**config.mk**
```make
export PLATFORM = sky130hd
export DESIGN_NAME = sensor_average_and_report_filter
export DESIGN_NICKNAME = d
export VERILOG_FILES = /design/src/sarf_pkg.sv /design/src/sarf_front.sv /design/src/sarf_queue.sv /design/src/sarf_back.sv /design/src/sensor_average_and_report_filter.sv
export SDC_FILE = /design/constraint.sdc
export NUM_CORES = 2
export LEC_CHECK = 0
export BUFFER_PORTS_ARGS = -buffer_cell sky130_fd_sc_hd__buf_2
export CAP_MARGIN = 20
export CELL_PAD_IN_SITES_DETAIL_PLACEMENT = 1
export CELL_PAD_IN_SITES_GLOBAL_PLACEMENT = 1
export CORE_MARGIN = 2
export CORE_UTILIZATION = 50
export DETAILED_ROUTE_END_ITERATION = 8
export HOLD_SLACK_MARGIN = 0.03
export PLACE_DENSITY_LB_ADDON = 0.1
export SYNTH_ARGS = -nofsm -noshare
export SYNTH_HDL_FRONTEND = slang
export SYNTH_SLANG_ARGS = --single-unit
```
**constraint.sdc**
```tcl
create_clock -name clock -period 48 [get_ports clock]
set_clock_uncertainty 0.1 [all_clocks]
set_input_delay 9.6 -clock clock [delete_from_list [all_inputs] [get_ports clock]]
set_output_delay 9.6 -clock clock [all_outputs]
set_load 0.02 [all_outputs]
```
**src/sarf_pkg.sv**
```systemverilog
// Types, constants and arithmetic helpers of the sensor report filter.
package sarf_pkg;

   localparam int WINDOW          = 5;
   localparam int HEARTBEAT_LIMIT = 30;
   localparam int QUEUE_DEPTH     = 2;

   localparam int PTR_W   = $clog2(WINDOW);
   localparam int QUIET_W = $clog2(HEARTBEAT_LIMIT + 2);

   localparam logic [15:0] DELTA_LUX  = 16'd5;
   localparam logic [15:0] DELTA_HUMI = 16'd1;
   localparam logic [15:0] DELTA_TEMP = 16'd1;
   localparam logic [15:0] DELTA_BAT  = 16'd1;

   localparam logic [7:0]  BAT_RING_RESET = 8'd100;
   localparam logic [15:0] HUM_RING_RESET = 16'd75;
   localparam logic [15:0] TMP_RING_RESET = 16'd25;

   localparam logic [15:0] BAT_SUM_RESET = 16'(WINDOW * 100);
   localparam logic [15:0] HUM_SUM_RESET = 16'(WINDOW * 75);
   localparam logic [15:0] TMP_SUM_RESET = 16'(WINDOW * 25);

   // Exact x / WINDOW for 16-bit x by reciprocal multiply.
   localparam int DIV_SHIFT = 16 + $clog2(WINDOW);
   localparam logic [DIV_SHIFT-1:0] DIV_RECIP =
      DIV_SHIFT'(((2 ** DIV_SHIFT) + WINDOW - 1) / WINDOW);

   // Register indexes of the configuration port.
   localparam logic [2:0] REG_BATTERY_MIN     = 3'd0;
   localparam logic [2:0] REG_BATTERY_MAX     = 3'd1;
   localparam logic [2:0] REG_HUMIDITY_MIN    = 3'd2;
   localparam logic [2:0] REG_HUMIDITY_MAX    = 3'd3;
   localparam logic [2:0] REG_TEMPERATURE_MIN = 3'd4;
   localparam logic [2:0] REG_TEMPERATURE_MAX = 3'd5;
   localparam logic [2:0] REG_LUX_MIN         = 3'd6;
   localparam logic [2:0] REG_LUX_MAX         = 3'd7;

   typedef struct packed {
      logic [7:0]  battery_min;
      logic [7:0]  battery_max;
      logic [15:0] humidity_min;
      logic [15:0] humidity_max;
      logic [15:0] temperature_min;
      logic [15:0] temperature_max;
      logic [15:0] lux_min;
      logic [15:0] lux_max;
   } cfg_type;

   // One round with its window sums on its way from front to back.
   typedef struct packed {
      logic [15:0] sum_battery;
      logic [15:0] sum_humidity;
      logic [15:0] sum_temperature;
      logic [15:0] lux;
      logic        motion;
      logic        force_rpt;
   } round_type;

   typedef struct packed {
      logic full;
      logic empty;
   } queue_status_type;

   function automatic logic [15:0] div_window(input logic [15:0] x);
      logic [16+DIV_SHIFT-1:0] prod;
      prod = {{DIV_SHIFT{1'b0}}, x} * {16'd0, DIV_RECIP};
      return prod[16+DIV_SHIFT-1 -: 16];
   endfunction

   function automatic logic [15:0] clamp16(input logic [15:0] v,
                                           input logic [15:0] lo,
                                           input logic [15:0] hi);
      logic [15:0] r;
      r = v;
      if (r < lo) begin
         r = lo;
      end
      if (r > hi) begin
         r = hi;
      end
      return r;
   endfunction

   function automatic logic [15:0] absdiff16(input logic [15:0] a,
                                             input logic [15:0] b);
      return (a > b) ? (a - b) : (b - a);
   endfunction

endpackage

```
**src/sarf_front.sv**
```systemverilog
// Front end: ring write, running window sums, hand-off to the queue.
module sarf_front (
   input  logic                 clock,
   input  logic                 reset,
   input  logic                 accept,
   input  logic [7:0]           battery_pct,
   input  logic [15:0]          humidity,
   input  logic [15:0]          temperature,
   input  logic [15:0]          lux,
   input  logic                 motion_changed,
   input  logic                 force_report,
   output sarf_pkg::round_type  push_data
);

   logic [7:0]  bat_ring_ff [sarf_pkg::WINDOW];
   logic [15:0] hum_ring_ff [sarf_pkg::WINDOW];
   logic [15:0] tmp_ring_ff [sarf_pkg::WINDOW];
   logic [sarf_pkg::PTR_W-1:0] pos_ff, pos_in;
   logic [15:0] bat_sum_ff, bat_sum_in;
   logic [15:0] hum_sum_ff, hum_sum_in;
   logic [15:0] tmp_sum_ff, tmp_sum_in;

   // Drop the oldest entry, add the new sample; wrapping matches a full re-sum.
   always_comb begin
      bat_sum_in = bat_sum_ff - {8'd0, bat_ring_ff[pos_ff]} + {8'd0, battery_pct};
      hum_sum_in = hum_sum_ff - hum_ring_ff[pos_ff] + humidity;
      tmp_sum_in = tmp_sum_ff - tmp_ring_ff[pos_ff] + temperature;
      if (pos_ff == sarf_pkg::PTR_W'(sarf_pkg::WINDOW - 1)) begin
         pos_in = '0;
      end else begin
         pos_in = pos_ff + 1'b1;
      end
      push_data.sum_battery     = bat_sum_in;
      push_data.sum_humidity    = hum_sum_in;
      push_data.sum_temperature = tmp_sum_in;
      push_data.lux             = lux;
      push_data.motion          = motion_changed;
      push_data.force_rpt       = force_report;
   end

   always_ff @(posedge clock) begin
      if (reset) begin
         for (int i = 0; i < sarf_pkg::WINDOW; i++) begin
            bat_ring_ff[i] <= sarf_pkg::BAT_RING_RESET;
            hum_ring_ff[i] <= sarf_pkg::HUM_RING_RESET;
            tmp_ring_ff[i] <= sarf_pkg::TMP_RING_RESET;
         end
         pos_ff     <= '0;
         bat_sum_ff <= sarf_pkg::BAT_SUM_RESET;
         hum_sum_ff <= sarf_pkg::HUM_SUM_RESET;
         tmp_sum_ff <= sarf_pkg::TMP_SUM_RESET;
      end else if (accept) begin
         bat_ring_ff[pos_ff] <= battery_pct;
         hum_ring_ff[pos_ff] <= humidity;
         tmp_ring_ff[pos_ff] <= temperature;
         pos_ff     <= pos_in;
         bat_sum_ff <= bat_sum_in;
         hum_sum_ff <= hum_sum_in;
         tmp_sum_ff <= tmp_sum_in;
      end
   end

endmodule

```
**src/sarf_queue.sv**
```systemverilog
// Short queue of summed rounds between the front and back ends.
module sarf_queue (
   input  logic                          clock,
   input  logic                          reset,
   input  logic                          push,
   input  sarf_pkg::round_type           push_data,
   input  logic                          pop,
   output sarf_pkg::round_type           head,
   output sarf_pkg::queue_status_type    status
);

   localparam int AW = $clog2(sarf_pkg::QUEUE_DEPTH);
   localparam int CW = $clog2(sarf_pkg::QUEUE_DEPTH + 1);

   sarf_pkg::round_type slot_ff [sarf_pkg::QUEUE_DEPTH];
   logic [AW-1:0] wr_ptr_ff, wr_ptr_in;
   logic [AW-1:0] rd_ptr_ff, rd_ptr_in;
   logic [CW-1:0] count_ff, count_in;

   always_comb begin
      status.full  = (count_ff == CW'(sarf_pkg::QUEUE_DEPTH));
      status.empty = (count_ff == '0);
      head         = slot_ff[rd_ptr_ff];
      wr_ptr_in    = wr_ptr_ff;
      rd_ptr_in    = rd_ptr_ff;
      count_in     = count_ff;
      if (push) begin
         wr_ptr_in = (wr_ptr_ff == AW'(sarf_pkg::QUEUE_DEPTH - 1)) ? '0 : wr_ptr_ff + 1'b1;
      end
      if (pop) begin
         rd_ptr_in = (rd_ptr_ff == AW'(sarf_pkg::QUEUE_DEPTH - 1)) ? '0 : rd_ptr_ff + 1'b1;
      end
      if (push && !pop) begin
         count_in = count_ff + 1'b1;
      end else if (pop && !push) begin
         count_in = count_ff - 1'b1;
      end
   end

   always_ff @(posedge clock) begin
      if (reset) begin
         wr_ptr_ff <= '0;
         rd_ptr_ff <= '0;
         count_ff  <= '0;
      end else begin
         wr_ptr_ff <= wr_ptr_in;
         rd_ptr_ff <= rd_ptr_in;
         count_ff  <= count_in;
      end
   end

   always_ff @(posedge clock) begin
      if (push) begin
         slot_ff[wr_ptr_ff] <= push_data;
      end
   end

endmodule

```
**src/sarf_back.sv**
```systemverilog
// Back end: average, clamp, send-on-delta decision and result register.
module sarf_back (
   input  logic                        clock,
   input  logic                        reset,
   input  sarf_pkg::cfg_type           cfg,
   input  sarf_pkg::round_type         head,
   input  sarf_pkg::queue_status_type  qstat,
   output logic                        pop,
   output logic                        rsp_valid,
   input  logic                        rsp_stall,
   output logic [7:0]                  rsp_avg_battery,
   output logic [15:0]                 rsp_avg_humidity,
   output logic [15:0]                 rsp_avg_temperature,
   output logic [15:0]                 rsp_clamped_lux,
   output logic                        rsp_report_lux,
   output logic                        rsp_report_temperature,
   output logic                        rsp_report_humidity,
   output logic                        rsp_report_battery,
   output logic                        rsp_report_motion
);

   localparam int QW = sarf_pkg::QUIET_W;
   localparam logic [QW-1:0] LIMIT = QW'(sarf_pkg::HEARTBEAT_LIMIT);

   logic        valid_ff;
   logic [7:0]  avg_bat_ff;
   logic [15:0] avg_hum_ff, avg_tmp_ff, lux_ff;
   logic        rl_ff, rt_ff, rh_ff, rb_ff, rm_ff;
   logic        rl_in, rt_in, rh_in, rb_in, rm_in;

   logic [15:0] sent_lux_ff, sent_lux_in;
   logic [15:0] sent_tmp_ff, sent_tmp_in;
   logic [15:0] sent_hum_ff, sent_hum_in;
   logic [7:0]  sent_bat_ff, sent_bat_in;
   logic [QW-1:0] q_lux_ff, q_tmp_ff, q_hum_ff, q_bat_ff, q_mot_ff;
   logic [QW-1:0] q_lux_in, q_tmp_in, q_hum_in, q_bat_in, q_mot_in;

   logic [15:0] quot_bat;
   logic [15:0] ab_wide;
   logic [7:0]  ab;
   logic [15:0] ah, at, lx;
   logic        mv_lux, mv_tmp, mv_hum, mv_bat;

   always_comb begin
      pop = !qstat.empty && (!valid_ff || !rsp_stall);

      quot_bat = sarf_pkg::div_window(head.sum_battery);
      ab_wide  = sarf_pkg::clamp16({8'd0, quot_bat[7:0]},
                                   {8'd0, cfg.battery_min}, {8'd0, cfg.battery_max});
      ab       = ab_wide[7:0];
      ah = sarf_pkg::clamp16(sarf_pkg::div_window(head.sum_humidity),
                             cfg.humidity_min, cfg.humidity_max);
      at = sarf_pkg::clamp16(sarf_pkg::div_window(head.sum_temperature),
                             cfg.temperature_min, cfg.temperature_max);
      lx = sarf_pkg::clamp16(head.lux, cfg.lux_min, cfg.lux_max);

      mv_lux = sarf_pkg::absdiff16(lx, sent_lux_ff) > sarf_pkg::DELTA_LUX;
      mv_tmp = sarf_pkg::absdiff16(at, sent_tmp_ff) > sarf_pkg::DELTA_TEMP;
      mv_hum = sarf_pkg::absdiff16(ah, sent_hum_ff) > sarf_pkg::DELTA_HUMI;
      mv_bat = sarf_pkg::absdiff16({8'd0, ab}, {8'd0, sent_bat_ff}) > sarf_pkg::DELTA_BAT;

      q_lux_in = q_lux_ff;
      q_tmp_in = q_tmp_ff;
      q_hum_in = q_hum_ff;
      q_bat_in = q_bat_ff;

      if (head.motion) begin
         // Motion wins: report it, lux only on delta, leave other counters alone.
         rm_in    = 1'b1;
         q_mot_in = '0;
         rl_in    = mv_lux;
         rt_in    = 1'b0;
         rh_in    = 1'b0;
         rb_in    = 1'b0;
      end else begin
         rl_in    = mv_lux || (q_lux_ff > LIMIT) || head.force_rpt;
         rt_in    = mv_tmp || (q_tmp_ff > LIMIT) || head.force_rpt;
         rh_in    = mv_hum || (q_hum_ff > LIMIT) || head.force_rpt;
         rb_in    = mv_bat || (q_bat_ff > LIMIT) || head.force_rpt;
         rm_in    = (q_mot_ff > LIMIT) || head.force_rpt;
         q_lux_in = rl_in ? '0 : q_lux_ff + 1'b1;
         q_tmp_in = rt_in ? '0 : q_tmp_ff + 1'b1;
         q_hum_in = rh_in ? '0 : q_hum_ff + 1'b1;
         q_bat_in = rb_in ? '0 : q_bat_ff + 1'b1;
         q_mot_in = rm_in ? '0 : q_mot_ff + 1'b1;
      end

      sent_lux_in = rl_in ? lx : sent_lux_ff;
      sent_tmp_in = rt_in ? at : sent_tmp_ff;
      sent_hum_in = rh_in ? ah : sent_hum_ff;
      sent_bat_in = rb_in ? ab : sent_bat_ff;
   end

   always_ff @(posedge clock) begin
      if (reset) begin
         valid_ff    <= 1'b0;
         sent_lux_ff <= '0;
         sent_tmp_ff <= '0;
         sent_hum_ff <= '0;
         sent_bat_ff <= '0;
         q_lux_ff    <= '0;
         q_tmp_ff    <= '0;
         q_hum_ff    <= '0;
         q_bat_ff    <= '0;
         q_mot_ff    <= '0;
      end else begin
         if (pop) begin
            valid_ff    <= 1'b1;
            sent_lux_ff <= sent_lux_in;
            sent_tmp_ff <= sent_tmp_in;
            sent_hum_ff <= sent_hum_in;
            sent_bat_ff <= sent_bat_in;
            q_lux_ff    <= q_lux_in;
            q_tmp_ff    <= q_tmp_in;
            q_hum_ff    <= q_hum_in;
            q_bat_ff    <= q_bat_in;
            q_mot_ff    <= q_mot_in;
         end else if (!rsp_stall) begin
            valid_ff <= 1'b0;
         end
      end
   end

   always_ff @(posedge clock) begin
      if (pop) begin
         avg_bat_ff <= ab;
         avg_hum_ff <= ah;
         avg_tmp_ff <= at;
         lux_ff     <= lx;
         rl_ff      <= rl_in;
         rt_ff      <= rt_in;
         rh_ff      <= rh_in;
         rb_ff      <= rb_in;
         rm_ff      <= rm_in;
      end
   end

   assign rsp_valid              = valid_ff;
   assign rsp_avg_battery        = avg_bat_ff;
   assign rsp_avg_humidity       = avg_hum_ff;
   assign rsp_avg_temperature    = avg_tmp_ff;
   assign rsp_clamped_lux        = lux_ff;
   assign rsp_report_lux         = rl_ff;
   assign rsp_report_temperature = rt_ff;
   assign rsp_report_humidity    = rh_ff;
   assign rsp_report_battery     = rb_ff;
   assign rsp_report_motion      = rm_ff;

endmodule

```
**src/sensor_average_and_report_filter.sv**
```systemverilog
// Top level of the sensor moving-average and send-on-delta report filter.
// An accepted item is written into a queue slot and from there into the result
// register, which drives the rsp_ ports.
// Throughput: one item per cycle unless the queue is full; a two-item queue
// parts the front sum update from the back divide, clamp and report decision.
// Reset (synchronous, active high) refills the rings, clears the last-sent
// values, quiet counters and queue, and loads the register defaults.
module sensor_average_and_report_filter (
   input  logic        clock,
   input  logic        reset,
   // measurement rounds
   input  logic        req_valid,
   output logic        req_stall,
   input  logic [7:0]  req_battery_pct,
   input  logic [15:0] req_humidity,
   input  logic [15:0] req_temperature,
   input  logic [15:0] req_lux,
   input  logic        req_motion_changed,
   input  logic        req_force_report,
   // results
   output logic        rsp_valid,
   input  logic        rsp_stall,
   output logic [7:0]  rsp_avg_battery,
   output logic [15:0] rsp_avg_humidity,
   output logic [15:0] rsp_avg_temperature,
   output logic [15:0] rsp_clamped_lux,
   output logic        rsp_report_lux,
   output logic        rsp_report_temperature,
   output logic        rsp_report_humidity,
   output logic        rsp_report_battery,
   output logic        rsp_report_motion,
   // register writes
   input  logic        csr_valid,
   output logic        csr_ready,
   input  logic [2:0]  csr_index,
   input  logic [15:0] csr_data
);

   sarf_pkg::cfg_type           cfg_ff, cfg_in;
   sarf_pkg::round_type         push_data;
   sarf_pkg::round_type         head;
   sarf_pkg::queue_status_type  qstat;
   logic                        accept;
   logic                        pop;

   // Hold the front while the queue is full; the back drains it on its own.
   assign req_stall = qstat.full;
   assign accept    = req_valid && !req_stall;

   // Registers are always writable; writes are expected only while idle.
   assign csr_ready = 1'b1;

   always_comb begin
      cfg_in = cfg_ff;
      if (csr_valid && csr_ready) begin
         case (csr_index)
            sarf_pkg::REG_BATTERY_MIN:     cfg_in.battery_min     = csr_data[7:0];
            sarf_pkg::REG_BATTERY_MAX:     cfg_in.battery_max     = csr_data[7:0];
            sarf_pkg::REG_HUMIDITY_MIN:    cfg_in.humidity_min    = csr_data;
            sarf_pkg::REG_HUMIDITY_MAX:    cfg_in.humidity_max    = csr_data;
            sarf_pkg::REG_TEMPERATURE_MIN: cfg_in.temperature_min = csr_data;
            sarf_pkg::REG_TEMPERATURE_MAX: cfg_in.temperature_max = csr_data;
            sarf_pkg::REG_LUX_MIN:         cfg_in.lux_min         = csr_data;
            sarf_pkg::REG_LUX_MAX:         cfg_in.lux_max         = csr_data;
            default:                       cfg_in = cfg_ff;
         endcase
      end
   end

   always_ff @(posedge clock) begin
      if (reset) begin
         cfg_ff.battery_min     <= 8'd0;
         cfg_ff.battery_max     <= 8'd100;
         cfg_ff.humidity_min    <= 16'd0;
         cfg_ff.humidity_max    <= 16'd100;
         cfg_ff.temperature_min <= 16'd0;
         cfg_ff.temperature_max <= 16'd100;
         cfg_ff.lux_min         <= 16'd0;
         cfg_ff.lux_max         <= 16'hFFFF;
      end else begin
         cfg_ff <= cfg_in;
      end
   end

   // Front: advance the rings and window sums for every accepted item.
   sarf_front u_front (
      .clock          (clock),
      .reset          (reset),
      .accept         (accept),
      .battery_pct    (req_battery_pct),
      .humidity       (req_humidity),
      .temperature    (req_temperature),
      .lux            (req_lux),
      .motion_changed (req_motion_changed),
      .force_report   (req_force_report),
      .push_data      (push_data)
   );

   // Queue: part the two ends so each may stall on its own.
   sarf_queue u_queue (
      .clock     (clock),
      .reset     (reset),
      .push      (accept),
      .push_data (push_data),
      .pop       (pop),
      .head      (head),
      .status    (qstat)
   );

   // Back: averages, clamps and report flags into the result register.
   sarf_back u_back (
      .clock                  (clock),
      .reset                  (reset),
      .cfg                    (cfg_ff),
      .head                   (head),
      .qstat                  (qstat),
      .pop                    (pop),
      .rsp_valid              (rsp_valid),
      .rsp_stall              (rsp_stall),
      .rsp_avg_battery        (rsp_avg_battery),
      .rsp_avg_humidity       (rsp_avg_humidity),
      .rsp_avg_temperature    (rsp_avg_temperature),
      .rsp_clamped_lux        (rsp_clamped_lux),
      .rsp_report_lux         (rsp_report_lux),
      .rsp_report_temperature (rsp_report_temperature),
      .rsp_report_humidity    (rsp_report_humidity),
      .rsp_report_battery     (rsp_report_battery),
      .rsp_report_motion      (rsp_report_motion)
   );

endmodule

```
==> results.ini <==
[global_route]
antenna_found_initial=10
grt.total_usage=0.279
grt_pass1_vias=42000
grt_pass1_wl_mm=242
grt_start_max_net_pins=86
overflow=0

[layout]
layout-drive-gt1-share=0.115
final_cell_mix=867 x inv_1, 632 x ha_1, 513 x edfxtp_1
layout.nets=6292
syn_to_final_growth_pct=9.46
nFillCells=11800
layout_commonest_cell=inv_1

[yosys]
synth_top_area_share=0.283
seq_area_frac_synth=0.376
synthXorXnorAreaFrac=0.0211
synth-simple-area-share=0.103
postSynthCellCount=5215
synth_edf_count=513
syn_avg_cell_area_sq_um=10.4
synth_ff_type=edfxtp_1
yosys.area.top_type=edfxtp_1
yosysUniqueCellTypes=95
synth_compound_area_frac=0.0986
synth_top_family_by_area=adder cells
ys_ff_latch=766
ys_warn_count=0
syn_nets=6212
netlist_area_sq_mm=0.0544
synth_adder_area_share=0.249
synth_mux_area_frac=0.0764
synth.area.top_cells=edfxtp_1 28%, ha_1 15%, fa_1 10%, dfxtp_1 9.3%, inv_1 6.0%
async_flop_share=0

[sta]
finalCritPeriodShare=0.329
finalCriticalPeriod_ns=15.81
max_slew_margin=0.266
worst_pin_slew_ns=1.10
fmax_mhz=63.3
rsz0062_at_grt=no
tns_ns=0
finalHoldViolCount=0
slew_violations=0
setup_slack_ns=32.19
setup_viol=0

[clock_tree]
cts_tree=done
htreeDepth=3
clk_pin_slew_ns=0.06
postCtsHoldBufs=0
cts_sinks=766
numCtsBuffers=88
clockBufferDepth=3
cts_resized=0
cts_root_buf=clkbuf_16
clock_latency_ns=0.70
cts_setup_buffers=0

[routing]
drt-vias-per-instance=5.75
drc_errors=0
drt-total-wl_mm=154
routedWlPerCell_um=22.6
first_iter_violations=2516
antenna_left=0
vias=39000
dr.pass1.iters=5

[critical_path]
critPathCaptureType=flop
start_kind=flop
arrival_ns=16.29
critPathMaxStageDelay_ns=0.84
cp_data_required_time_ns=48.48
worst_path_max_delay_cell=and4_1
crit_top_cell=ha_1
path_max_fanout=35
rrSetupSlack_ns=32.19
worstSetupEndpoint=u_back.sent_hum_ff[1]
rr_worst_depth=54
worstSetupPathType=reg -> reg
rr_endpoint=u_back.sent_hum_ff[1]

[floorplan]
initial_core_util=0.502
dieHeight_um=334
fp-row-count=121
core_area_sq_mm=0.108
die_area_sq_mm=0.112
die_w_um=334
ioPinCount=146

[place]
portBuffers=144
pre_cts_ws_ns=31.95
place.gp.congestion=0.922
hpwlAfterDp_mm=114

[status]
status=finished, final reports clean

[min_path]
worstHoldPathCells=2
hold_path_class=reg -> reg

[run]
maxCapViolCount=0

[layer usage]
metal  up-vias  wire length (um)  share of wire  track usage
li1      18300                 -              -            -
met1     19700             69200           0.45        0.382
met2       853             72700           0.47        0.464
met3       223              7540          0.049       0.0387
met4         4              4150          0.027       0.0803
met5         -                30        0.00020            0
[layout make-up]
type,instances,area [sq um],share of cell area
Inverter,872,3270,0.0549
Antenna cell,3,7.51,0.000126
Sequential cell,766,20500,0.344
Multi-Input combinational cell,3371,29900,0.502
Timing Repair Buffer,196,1120,0.0188
Clock buffer,106,2330,0.0391
Clock inverter,60,669,0.0112
Tap cell,1414,1770,0.0297
[sequential cells by signal, summed over array words and instances (netlist names), 64 cells and up, named ones only]
register	count
u_front.bat_ring_ff	64
u_front.hum_ring_ff	128
u_front.tmp_ring_ff	128
cfg_ff	112
u_queue.slot_ff	132
[cells in the mapped netlist, types with 31 or more instances]
library cell and instances:
inv_1 867, ha_1 632, edfxtp_1 513, nand2_1 439, a21oi_1 326, fa_1 283, dfxtp_1 253, nor2_1 218
mux2_2 150, clkbuf_1 144, nor3_1 134, o21ai_0 125, xnor2_1 82, mux4_2 80, nand3_1 77, mux2i_1 67
nor4_1 66, o211ai_1 65, a211oi_1 52, a21o_1 50, xor2_1 49, o21a_1 43, nand4_1 41, nor2b_1 40
buf_2 34, and2_1 31
[metrics by stage]
step,utilization,hold slack [ns],std cells,area [sq um]
after floorplan,-,0.336,5215,54400
after global placement,0.522,0.341,6616,56600
after detailed placement,0.522,0.352,6617,56600
after CTS,0.550,0.360,6783,59600
after global routing,0.550,0.379,6788,59600
final,0.550,0.356,6788,59600
[worst min-delay path by stage]
stage / end / slack (ns) / startpoint
global route: cfg_ff[61] / 0.38 / cfg_ff[61]
floorplan: cfg_ff[35] / 0.34 / cfg_ff[35]
finish: u_front.hum_sum_ff[11] / 0.36 / u_front.hum_sum_ff[11]
CTS: u_front.hum_sum_ff[11] / 0.36 / u_front.hum_sum_ff[11]
global placement: u_front.hum_sum_ff[11] / 0.34 / u_front.hum_sum_ff[11]
detailed placement: u_front.hum_sum_ff[11] / 0.35 / u_front.hum_sum_ff[11]
[critical path, delay by kind of cell, from the launching register on]
family | cells | cell delay, ns
DFF | 1 | 0.63
AOI/OAI and AO/OA | 20 | 4.57
adders and majority gates | 10 | 4.07
muxes | 4 | 1.39
and+or+nand+nor | 13 | 3.96
buffers and inverters | 7 | 0.92
[cell families (layout without fill, tap and decap cells)]
group,count (synthesis),count (layout)
AOI/OAI and AO/OA,847,847
xor gates and xnor gates,131,131
buffers and inverters,1078,1234
DFF,766,766
adders and majority gates,915,915
and+or+nand+nor,1180,1180
other,1,4
muxes,297,297
Power is left out: the tool's default activity adds up to more than one toggle a clock period on the data nets, which glitch-free logic cannot reach.
